$ cat src/hw/rtl/tdpt_pkg.sv
// Shared constants and controller/datapath interface types for the
// trial-division prime test core. No dependencies.
package tdpt_pkg;

  localparam int unsigned DEFAULT_VALUE_WIDTH = 32;

  // Commands from the controller to the datapath.
  typedef struct packed {
    logic load;        // Capture a new number and reset the divisor to two.
    logic div_start;   // Start a remainder computation for the current divisor.
    logic step;        // Advance to the next candidate divisor.
    logic set_prime;   // Record the result as prime.
    logic set_comp;    // Record the result as not prime.
  } tdpt_cmd_t;

  // Status from the datapath to the controller.
  typedef struct packed {
    logic trivial;     // Negative, zero or one: never prime.
    logic bound_over;  // Divisor squared exceeds the number.
    logic div_done;    // Remainder is ready this cycle.
    logic rem_zero;    // Remainder is zero; valid with div_done.
  } tdpt_status_t;

endpackage

$ cat src/hw/rtl/tdpt_rem.sv
// Iterative restoring remainder unit, one quotient bit per cycle.
// Depends on nothing but its parameter.
module tdpt_rem #(
  parameter int unsigned VALUE_WIDTH = 32
) (
  input  logic                   clk_i,
  input  logic                   rst_ni,
  input  logic                   start_i,
  input  logic [VALUE_WIDTH-1:0] dividend_i,
  input  logic [VALUE_WIDTH-1:0] divisor_i,
  output logic                   done_o,
  output logic                   rem_zero_o
);

  localparam int unsigned CntW = $clog2(VALUE_WIDTH + 1);

  logic [VALUE_WIDTH-1:0] dvd_q, dvd_d;
  logic [VALUE_WIDTH-1:0] rem_q, rem_d;
  logic [VALUE_WIDTH-1:0] div_q;
  logic [CntW-1:0]        cnt_q, cnt_d;
  logic                   busy_q, busy_d;
  logic                   done_q, done_d;
  logic [VALUE_WIDTH:0]   trial;
  logic [VALUE_WIDTH:0]   diff;

  assign trial = {rem_q, dvd_q[VALUE_WIDTH-1]};
  assign diff  = trial - {1'b0, div_q};

  always_comb begin
    dvd_d  = dvd_q;
    rem_d  = rem_q;
    cnt_d  = cnt_q;
    busy_d = busy_q;
    done_d = 1'b0;
    if (start_i) begin
      dvd_d  = dividend_i;
      rem_d  = '0;
      cnt_d  = CntW'(VALUE_WIDTH);
      busy_d = 1'b1;
    end else if (busy_q) begin
      dvd_d = {dvd_q[VALUE_WIDTH-2:0], 1'b0};
      // The partial remainder stays below the divisor, so it fits the word.
      if (trial >= {1'b0, div_q}) begin
        rem_d = diff[VALUE_WIDTH-1:0];
      end else begin
        rem_d = trial[VALUE_WIDTH-1:0];
      end
      cnt_d = cnt_q - CntW'(1);
      if (cnt_q == CntW'(1)) begin
        busy_d = 1'b0;
        done_d = 1'b1;
      end
    end
  end

  always_ff @(posedge clk_i or negedge rst_ni) begin
    if (!rst_ni) begin
      busy_q <= 1'b0;
      done_q <= 1'b0;
      cnt_q  <= '0;
    end else begin
      busy_q <= busy_d;
      done_q <= done_d;
      cnt_q  <= cnt_d;
    end
  end

  always_ff @(posedge clk_i) begin
    dvd_q <= dvd_d;
    rem_q <= rem_d;
    if (start_i) begin
      div_q <= divisor_i;
    end
  end

  assign done_o     = done_q;
  assign rem_zero_o = (rem_q == '0);

endmodule

$ cat src/hw/rtl/tdpt_datapath.sv
// Datapath of the prime test: number, divisor and divisor-squared registers,
// the result flag and the remainder unit. Uses tdpt_pkg and tdpt_rem.
module tdpt_datapath import tdpt_pkg::*; #(
  parameter int unsigned VALUE_WIDTH = DEFAULT_VALUE_WIDTH
) (
  input  logic                          clk_i,
  input  logic                          rst_ni,
  input  tdpt_cmd_t                     cmd_i,
  output tdpt_status_t                  status_o,
  input  logic signed [VALUE_WIDTH-1:0] number_i,
  output logic signed [VALUE_WIDTH-1:0] tested_value_o,
  output logic                          is_prime_o
);

  logic [VALUE_WIDTH-1:0] num_q;
  logic [VALUE_WIDTH-1:0] dvs_q, dvs_d;
  logic [VALUE_WIDTH-1:0] sq_q, sq_d;
  logic                   prime_q;
  logic                   div_done;
  logic                   rem_zero;

  // After two only odd divisors are tried; an even factor implies two divides.
  always_comb begin
    dvs_d = dvs_q;
    sq_d  = sq_q;
    if (cmd_i.load) begin
      dvs_d = VALUE_WIDTH'(2);
      sq_d  = VALUE_WIDTH'(4);
    end else if (cmd_i.step) begin
      if (dvs_q == VALUE_WIDTH'(2)) begin
        dvs_d = VALUE_WIDTH'(3);
        sq_d  = VALUE_WIDTH'(9);
      end else begin
        dvs_d = dvs_q + VALUE_WIDTH'(2);
        sq_d  = sq_q + {dvs_q[VALUE_WIDTH-3:0], 2'b00} + VALUE_WIDTH'(4);
      end
    end
  end

  always_ff @(posedge clk_i) begin
    if (cmd_i.load) begin
      num_q <= number_i;
    end
    dvs_q <= dvs_d;
    sq_q  <= sq_d;
    if (cmd_i.set_prime) begin
      prime_q <= 1'b1;
    end else if (cmd_i.set_comp) begin
      prime_q <= 1'b0;
    end
  end

  tdpt_rem #(
    .VALUE_WIDTH(VALUE_WIDTH)
  ) u_rem (
    .clk_i      (clk_i),
    .rst_ni     (rst_ni),
    .start_i    (cmd_i.div_start),
    .dividend_i (num_q),
    .divisor_i  (dvs_q),
    .done_o     (div_done),
    .rem_zero_o (rem_zero)
  );

  assign status_o.trivial    = num_q[VALUE_WIDTH-1] || (num_q[VALUE_WIDTH-1:1] == '0);
  assign status_o.bound_over = (sq_q > num_q);
  assign status_o.div_done   = div_done;
  assign status_o.rem_zero   = rem_zero;

  assign tested_value_o = num_q;
  assign is_prime_o     = prime_q;

endmodule

$ cat src/hw/rtl/tdpt_ctrl.sv
// Controller state machine of the prime test. Drives the datapath by
// commands and reads its status. Uses tdpt_pkg.
module tdpt_ctrl import tdpt_pkg::*; (
  input  logic         clk_i,
  input  logic         rst_ni,
  input  logic         start,
  output logic         busy,
  output logic         done_o,
  input  tdpt_status_t status_i,
  output tdpt_cmd_t    cmd_o
);

  typedef enum logic [3:0] {
    ST_IDLE   = 4'b0001,
    ST_CHECK  = 4'b0010,
    ST_DIVIDE = 4'b0100,
    ST_REPORT = 4'b1000
  } tdpt_state_e;

  tdpt_state_e state_q, state_d;

  always_comb begin
    state_d = state_q;
    cmd_o   = '0;
    case (state_q)
      ST_IDLE: begin
        if (start) begin
          cmd_o.load = 1'b1;
          state_d    = ST_CHECK;
        end
      end
      ST_CHECK: begin
        if (status_i.trivial) begin
          cmd_o.set_comp = 1'b1;
          state_d        = ST_REPORT;
        end else if (status_i.bound_over) begin
          cmd_o.set_prime = 1'b1;
          state_d         = ST_REPORT;
        end else begin
          cmd_o.div_start = 1'b1;
          state_d         = ST_DIVIDE;
        end
      end
      ST_DIVIDE: begin
        if (status_i.div_done) begin
          if (status_i.rem_zero) begin
            cmd_o.set_comp = 1'b1;
            state_d        = ST_REPORT;
          end else begin
            cmd_o.step = 1'b1;
            state_d    = ST_CHECK;
          end
        end
      end
      ST_REPORT: begin
        state_d = ST_IDLE;
      end
      default: begin
        state_d = ST_IDLE;
      end
    endcase
  end

  always_ff @(posedge clk_i or negedge rst_ni) begin
    if (!rst_ni) begin
      state_q <= ST_IDLE;
    end else begin
      state_q <= state_d;
    end
  end

  assign busy   = (state_q != ST_IDLE);
  assign done_o = (state_q == ST_REPORT);

endmodule

$ cat src/hw/rtl/trial_division_prime_test_core.sv
// Trial-division prime test core: a number is taken when start is high and
// busy is low; one cycle later the test begins and the result appears for
// exactly one cycle with done_o high, so the receiver must take it then.
// Negative numbers, zero and one report not prime without any division. Other
// numbers are divided by two and then by odd divisors while the divisor
// squared does not exceed the number; each divisor takes a full pass of the
// bit-serial remainder unit, and the next divisor is tried only after that
// remainder is ready. At most about 23200 divisors are tried for 32-bit
// numbers. Busy stays high through the result cycle. Uses tdpt_pkg,
// tdpt_ctrl and tdpt_datapath.
module trial_division_prime_test_core import tdpt_pkg::*; #(
  parameter int unsigned VALUE_WIDTH = DEFAULT_VALUE_WIDTH
) (
  input  logic                          clk_i,
  input  logic                          rst_ni,
  input  logic                          start,
  output logic                          busy,
  input  logic signed [VALUE_WIDTH-1:0] number_i,
  output logic                          done_o,
  output logic signed [VALUE_WIDTH-1:0] tested_value_o,
  output logic                          is_prime_o
);

  tdpt_cmd_t    cmd;
  tdpt_status_t status;

  tdpt_ctrl u_ctrl (
    .clk_i    (clk_i),
    .rst_ni   (rst_ni),
    .start    (start),
    .busy     (busy),
    .done_o   (done_o),
    .status_i (status),
    .cmd_o    (cmd)
  );

  tdpt_datapath #(
    .VALUE_WIDTH(VALUE_WIDTH)
  ) u_datapath (
    .clk_i          (clk_i),
    .rst_ni         (rst_ni),
    .cmd_i          (cmd),
    .status_o       (status),
    .number_i       (number_i),
    .tested_value_o (tested_value_o),
    .is_prime_o     (is_prime_o)
  );

endmodule
$ cat config.mk
export PLATFORM = sky130hd
export DESIGN_NAME = trial_division_prime_test_core
export DESIGN_NICKNAME = d
export VERILOG_FILES = /design/src/hw/rtl/tdpt_pkg.sv /design/src/hw/rtl/tdpt_rem.sv /design/src/hw/rtl/tdpt_datapath.sv /design/src/hw/rtl/tdpt_ctrl.sv /design/src/hw/rtl/trial_division_prime_test_core.sv
export SDC_FILE = /design/constraint.sdc
export NUM_CORES = 1
export LEC_CHECK = 0
export BUFFER_PORTS_ARGS = -buffer_cell sky130_fd_sc_hd__buf_2
export CORE_MARGIN = 10
export CORE_UTILIZATION = 45
export DETAILED_ROUTE_END_ITERATION = 10
export GPL_TIMING_DRIVEN = 0
export PLACE_DENSITY = 0.64
export SLEW_MARGIN = 20
export SYNTH_ARGS = -nofsm -noshare
export SYNTH_HDL_FRONTEND = slang
export SYNTH_SLANG_ARGS = --single-unit
$ cat constraint.sdc
create_clock -name clk_i -period 4.6 [get_ports clk_i]
set_clock_uncertainty 0.15 [all_clocks]
set_input_delay 0.69 -clock clk_i [delete_from_list [all_inputs] [get_ports clk_i]]
set_output_delay 0.69 -clock clk_i [all_outputs]
set_load 0.01 [all_outputs]
==> run_results.csv, run 1 <==
group,metric,value,unit
detailed_routing,drt-pass1-iter-count,7,
setup_path,crit_start,"u_datapath.tested_value_o[6]",
setup_path,r2r_end,"u_datapath.u_rem.dvd_q[25]",
timing,max_freq,236,MHz
setup_path,cp-end-kind,"flop",
detailed_routing,avgRoutedWirePerCell,18.6,um
placement,place_inst,1639,
floorplan,die_h,185,um
layout,fillCellCount,2494,
setup_path,worst-setup-path-type,"flop to flop",
yosys,yosysTopAreaCellShare,23.5,%
clock_tree,cts_num_sinks,203,
run,maxCapViolations,0,
global_route,grt_pass1_vias,9329,
yosys,synth-xor-area-share,5.36,%
setup_path,cp_max_fo,32,
setup_path,r2r_slack,0.37,ns
power,leakage,6.19,nW
layout,fin_cells,1684,
power,power_density,564,nW/um2
clock_tree,clkSlewWorstSetupHoldPaths,0.06,ns
yosys,synthAdderAreaFrac,12.9,%
timing,finalCriticalPeriod,4.23,ns
clock_tree,cts.htree.levels,1,
global_route,grt_pass1_wl,50300,um
layout,diodes,0,
floorplan,core,26900,um2
yosys,synth-edff-count,96,
setup_path,start_kind,"flop",
clock_tree,cts_tree,"built",
power,total_power,0.00784,W
floorplan,die_x,185,um
yosys,async_reset_ff_share,5.91,%
run_status,status,"finished clean",
layout,area.sequential,5090,um2
yosys,yosysMostFrequentCell,"ha_1",
yosys,synth-compound-area-share,16.4,%
clock_tree,insertion_delay,0.52,ns
detailed_routing,dr.first_iter.drc_count,578,
timing,hold_viol,0,
global_route,grtUsageMet2,30.8,%
global_route,grt_overflow,0,
global_route,grtUsageMet1,23.6,%
setup_path,endpoint,"u_datapath.u_rem.dvd_q[25]",
global_route,grt_usage,18.2,%
floorplan,die-area,34300,um2
floorplan,rows,60,
yosys,yosys-mux-area-fraction,5.18,%
setup_path,critPathArrivalTime,4.24,ns
yosys,yosysWarnings,0,
global_route,grt_busiest_layer,"met2",
yosys,synth_area_leader_cell,"edfxtp_1",
timing,slew_violations,0,
global_route,met3_usage,2.82,%
yosys,synth_top_family_by_area,"compound AO/OA/AOI/OAI gates",
layout,syn_to_final_growth,13.3,%
yosys,ys_seq_area_share,41.5,%
clock_tree,cts_buffer_depth,3,
yosys,synth_area_per_cell,9.99,um2
layout,multi_input_area,6660,um2
detailed_routing,vias_per_cell,5.64,
yosys,synth_seq_cells,203,
timing,rsz0062_at_grt,"false",
yosys,yosys-top-cells-area,"edfxtp_1 (24%), dfxtp_1 (16%), ha_1 (13%)",
yosys,synth_nets,1387,
yosys,synth.distinct_cells,90,
global_route,grt_max_degree,37,
clock_tree,numCtsBuffers,24,
yosys,netlist_area,12300,um2
floorplan,io_pins,70,
layout,drive_gt1_share,13.4,%
detailed_routing,drc,0,
setup_path,r2r_start,"u_datapath.tested_value_o[6]",
timing,finalCritPeriodShare,92.1,%
placement,globalplace.congestion,0.907,
detailed_routing,vias,9493,
setup_path,reg2reg_depth,11,
global_route,antenna_found_initial,0,
layout,utilization,51.7,%
worst_hold_path,hold_path_class,"input port to flop",
detailed_routing,wl,31300,um
detailed_routing,ant_nets,0,
clock_tree,cts-root-buf,"clkbuf_16",
timing,tightest_slew,0.813,ns
yosys,ys.flop_type,"edfxtp_1",
placement,place_hpwl,24200,um
power,peakVddDrop,0.329,mV
placement,portBuffers,69,
layout,nets,1485,
yosys,synth_cells,1227,
timing,finalSetupViolations,0,
yosys,synth_common_cells,"ha_1 (123), nor2_1 (109), edfxtp_1 (96), dfxtp_1 (95), inv_1 (88)",
floorplan,initial_utilization,45.6,%
yosys,synth-simple-area-share,14.5,%
setup_path,critPathRequiredTime,4.60,ns
timing,maxSlewHeadroom,45.2,%
==> cell families (layout without fill, tap and decap cells) <==
group           Yosys count  after routing
compound gates          293            293
mux                      59             59
fa+ha+maj               125            125
simple gates            347            347
flops                   203            203
buf+inv                 125            241
xor+xnor                 75             75
==> metrics by stage <==
stage	setup slack [ns]	setup TNS (ns)	hold slack (ns)	cell area (um2)
after floorplan	0.961	0	0.244	12300
after global placement	-0.193	-12.03	0.326	13000
after detailed placement	0.253	0	0.314	13100
after CTS	0.221	0	0.176	13900
after global routing	0.138	0	0.178	13900
final	0.366	0	0.192	13900
==> critical path, cell delays in order, from the launching register on <==
cell and delay [ns]:
edfxtp_1 0.41, inv_1 0.06, ha_1 0.29, nand4_1 0.17, nor4_1 0.63, and2_1 0.24
nor2_1 0.05, a211o_1 0.45, nor2_4 0.34, buf_2 0.37, nor2_1 0.19, clkinv_2 0.47
==> registers in the layout, summed over array words and instances, names as in the netlist <==
signal                     count
u_ctrl.state_q                 4
u_datapath.dvs_q              31
u_datapath.is_prime_o          1
u_datapath.sq_q               31
u_datapath.tested_value_o     32
u_datapath.u_rem.busy_q        1
u_datapath.u_rem.cnt_q         6
u_datapath.u_rem.div_q        32
u_datapath.u_rem.done_o        1
u_datapath.u_rem.dvd_q        32
u_datapath.u_rem.rem_q        32
==> cells in the final DEF (no fill, tap or decap), types with 26 or more instances in the layout <==
| cell type | count |
|---|---|
| nand2_1 | 73 |
| ha_1 | 123 |
| xnor2_1 | 36 |
| nor2_1 | 109 |
| buf_2 | 77 |
| xor2_1 | 39 |
| a211oi_1 | 28 |
| edfxtp_1 | 96 |
| mux2_2 | 30 |
| a21o_1 | 42 |
| inv_1 | 87 |
| dfxtp_1 | 95 |
| a21oi_1 | 79 |
| nor4_1 | 26 |
| mux2i_1 | 26 |
| o21ai_0 | 44 |
==> per-layer routing <==
| metal | share of wire (%) | up-vias |
|---|---|---|
| met2 | 48 | 198 |
| met4 | 2.2 | 0 |
| met3 | 4.5 | 47 |
| met1 | 45 | 4513 |
| li1 | - | 4735 |
| met5 | 0 | - |
==> cell type report <==
type | instances | area share (%)
buffer | 37 | 1.34
timing repair buffer | 72 | 2.85
multi-input combinational | 899 | 47.9
tap | 341 | 3.07
sequential | 203 | 36.6
inverter | 88 | 2.39
clock buffer | 29 | 4.68
clock inverter | 15 | 1.13
==> power by group <==
part	internal (W)	switching (W)
combinational	0.00133	0.00177
clock	0.00117	0.000761
sequential	0.00245	0.000358
==> worst min path at each step <==
stage                                     start                            end  slack, ns  depth (start not counted)
after floorplan                          rst_ni              u_ctrl.state_q[1]       0.24                          0
after global placement      u_datapath.sq_q[20]            u_datapath.sq_q[20]       0.33                          2
after detailed placement  u_datapath.is_prime_o          u_datapath.is_prime_o       0.31                          2
after CTS                          number_i[28]  u_datapath.tested_value_o[28]       0.18                          1
after global routing               number_i[17]  u_datapath.tested_value_o[17]       0.18                          1
final                              number_i[31]  u_datapath.tested_value_o[31]       0.19                          1
==> what timing repair did <==
item,in CTS,in global routing
buffers inserted,0,0
hold buffers,1,0
endpoints found under the setup margin,0,12
gates resized for setup,0,1
endpoints found under the hold margin,11,0
Power figures use the tool's default switching activity.
==> run 2, diff against run 1 <==
- CORE_MARGIN: 10 -> default
- RECOVER_POWER: default -> 25
- TNS_END_PERCENT: default -> 10
==> run 2 against run 1 <==
Wire length decreased by 2.8%. First-iteration DRC count decreased by 6.9%. Utilization decreased by 0.098 points. Flip-flop and latch count unchanged. Cell count decreased by 0.18%. Critical path type unchanged. Critical endpoint is now u_datapath.u_rem.dvd_q[29]. Highest routed layer is now met5.
==> run_results.csv, run 2 (same netlist as run 1, synthesis figures left out) <==
group,metric,value,unit
worst_hold_path,whs_path_depth,1,
detailed_routing,vias,9485,
setup_path,reg2reg_depth,11,
global_route,grt_busiest_layer,"met2",
placement,placed_cell_area,13100,um2
layout,final_cell_mix,"ha_1 (123), nor2_1 (109), edfxtp_1 (96)",
layout,nets,1484,
global_route,grt_pass1_vias,9309,
setup_path,cpMaxStageDelayCell,"inv_2",
detailed_routing,vias_per_cell,5.64,
clock_tree,cts_buffer_depth,3,
floorplan,die-area,27900,um2
setup_path,cp_max_fo,32,
global_route,met3_usage,2.76,%
setup_path,cpPeakStageDelay,0.57,ns
floorplan,die_h,167,um
global_route,grtUsageMet2,38.0,%
floorplan,die_x,167,um
setup_path,r2r_start,"u_datapath.tested_value_o[11]",
setup_path,r2r_slack,0.33,ns
timing,finalSetupTns,0,ns
detailed_routing,dr.first_iter.drc_count,538,
setup_path,crit_family,"simple AND/OR/NAND/NOR gates",
worst_hold_path,min_from,"number_i[4]",
placement,place_hpwl,23200,um
layout,multi_input_area,6660,um2
layout,diodes,0,
global_route,grt_usage,22.2,%
worst_hold_path,hold_path_class,"input port to flop",
layout,post-route-cell-area,13900,um2
detailed_routing,avgRoutedWirePerCell,18.1,um
global_route,grtUsageMet1,29.1,%
layout,area.sequential,5090,um2
run,maxCapViolations,0,
clock_tree,cts_tree,"built",
run_status,status,"finished clean",
floorplan,io_pins,70,
floorplan,rows,60,
setup_path,critPathRequiredTime,4.58,ns
detailed_routing,drc,0,
timing,finalCritPeriodShare,92.9,%
clock_tree,cts-root-buf,"clkbuf_16",
global_route,grt_pass1_wl,49400,um
floorplan,initial_utilization,45.6,%
power,leakage,6.18,nW
timing,slew_violations,0,
setup_path,crit_chain,"inv_1 -> ha_1 -> nand4_1 -> nor4_1 -> and2_1 -> nor2_1 -> a211o_1 -> nor2_4 -> buf_2 -> nor2_1 -> inv_2",
global_route,grt_max_degree,36,
detailed_routing,drt-pass1-iter-count,5,
power,total_power,0.00780,W
setup_path,worst-setup-path-type,"flop to flop",
layout,drive_gt1_share,12.8,%
placement,place_inst,1639,
setup_path,critPathArrivalTime,4.26,ns
timing,tightest_slew,0.828,ns
setup_path,r2r_end,"u_datapath.u_rem.dvd_q[29]",
layout,syn_to_final_growth,13.1,%
timing,hold_viol,0,
floorplan,core,26900,um2
clock_tree,numCtsBuffers,23,
detailed_routing,ant_nets,0,
timing,max_freq,234,MHz
global_route,grt_overflow,0,
clock_tree,cts_resized,0,
timing,finalSetupViolations,0,
setup_path,path_buf_inv,3,
power,peakVddDrop,0.375,mV
worst_hold_path,min_to,"u_datapath.tested_value_o[4]",
detailed_routing,wl,30400,um
layout,mostFrequentLayoutCell,"ha_1",
placement,globalplace.congestion,0.905,
global_route,antenna_found_initial,1,
layout,fillCellCount,2450,
clock_tree,cts.htree.levels,1,
power,power_density,563,nW/um2
setup_path,path_depth,11,
clock_tree,insertion_delay,0.51,ns
placement,portBuffers,69,
setup_path,cpMostUsedCell,"nor2_1",
layout,fin_cells,1681,
clock_tree,cts_num_sinks,203,
setup_path,cp-end-kind,"flop",
clock_tree,clkSlewWorstSetupHoldPaths,0.06,ns
timing,finalCriticalPeriod,4.27,ns
timing,rsz0062_at_grt,"false",
timing,maxSlewHeadroom,44.2,%
setup_path,start_kind,"flop",
## run 2: area by class of cell
class,count,area share [%]
multi-input combinational,899,48.0
sequential,203,36.7
clock buffer,28,4.36
tap,341,3.08
timing repair buffer,72,2.80
inverter,88,2.38
clock inverter,13,1.34
buffer,37,1.34
## run 2: layer usage
layer,vias up,routed length (um)
met5,-,13
met4,2,872
met3,50,1240
met2,209,14400
met1,4497,13800
li1,4727,-
## run 2: per-stage QoR
| step | util (%) | hold WS [ns] | worst slack (ns) |
|---|---|---|---|
| after floorplan | - | 0.244 | 0.961 |
| after global placement | 48.5 | 0.328 | -0.213 |
| after detailed placement | 48.7 | 0.328 | 0.256 |
| after CTS | 51.6 | 0.185 | 0.228 |
| after global routing | 51.6 | 0.189 | 0.00683 |
| final | 51.6 | 0.205 | 0.327 |
## run 2: power by group
group	leakage [nW]	total, W	internal, W	switching [W]
sequential	1.84	0.00280	0.00244	0.000352
clock	0.390	0.00194	0.00121	0.000726
combinational	3.95	0.00307	0.00133	0.00175
## run 2: timing repair
item / CTS / global route
buffers inserted: 0 / 0
hold endpoints to repair: 11 / 0
setup endpoints to repair: 0 / 0
hold buffers: 1 / 0
## run 2: how the worst max path moves through the flow
stage                                        startpoint                    endpoint
final                     u_datapath.tested_value_o[11]  u_datapath.u_rem.dvd_q[29]
after global routing      u_datapath.tested_value_o[11]  u_datapath.u_rem.dvd_q[29]
after CTS                 u_datapath.tested_value_o[11]   u_datapath.u_rem.dvd_q[4]
after detailed placement  u_datapath.tested_value_o[11]  u_datapath.u_rem.dvd_q[22]
after global placement    u_datapath.tested_value_o[11]  u_datapath.u_rem.div_q[25]
after floorplan           u_datapath.tested_value_o[11]   u_datapath.u_rem.div_q[0]
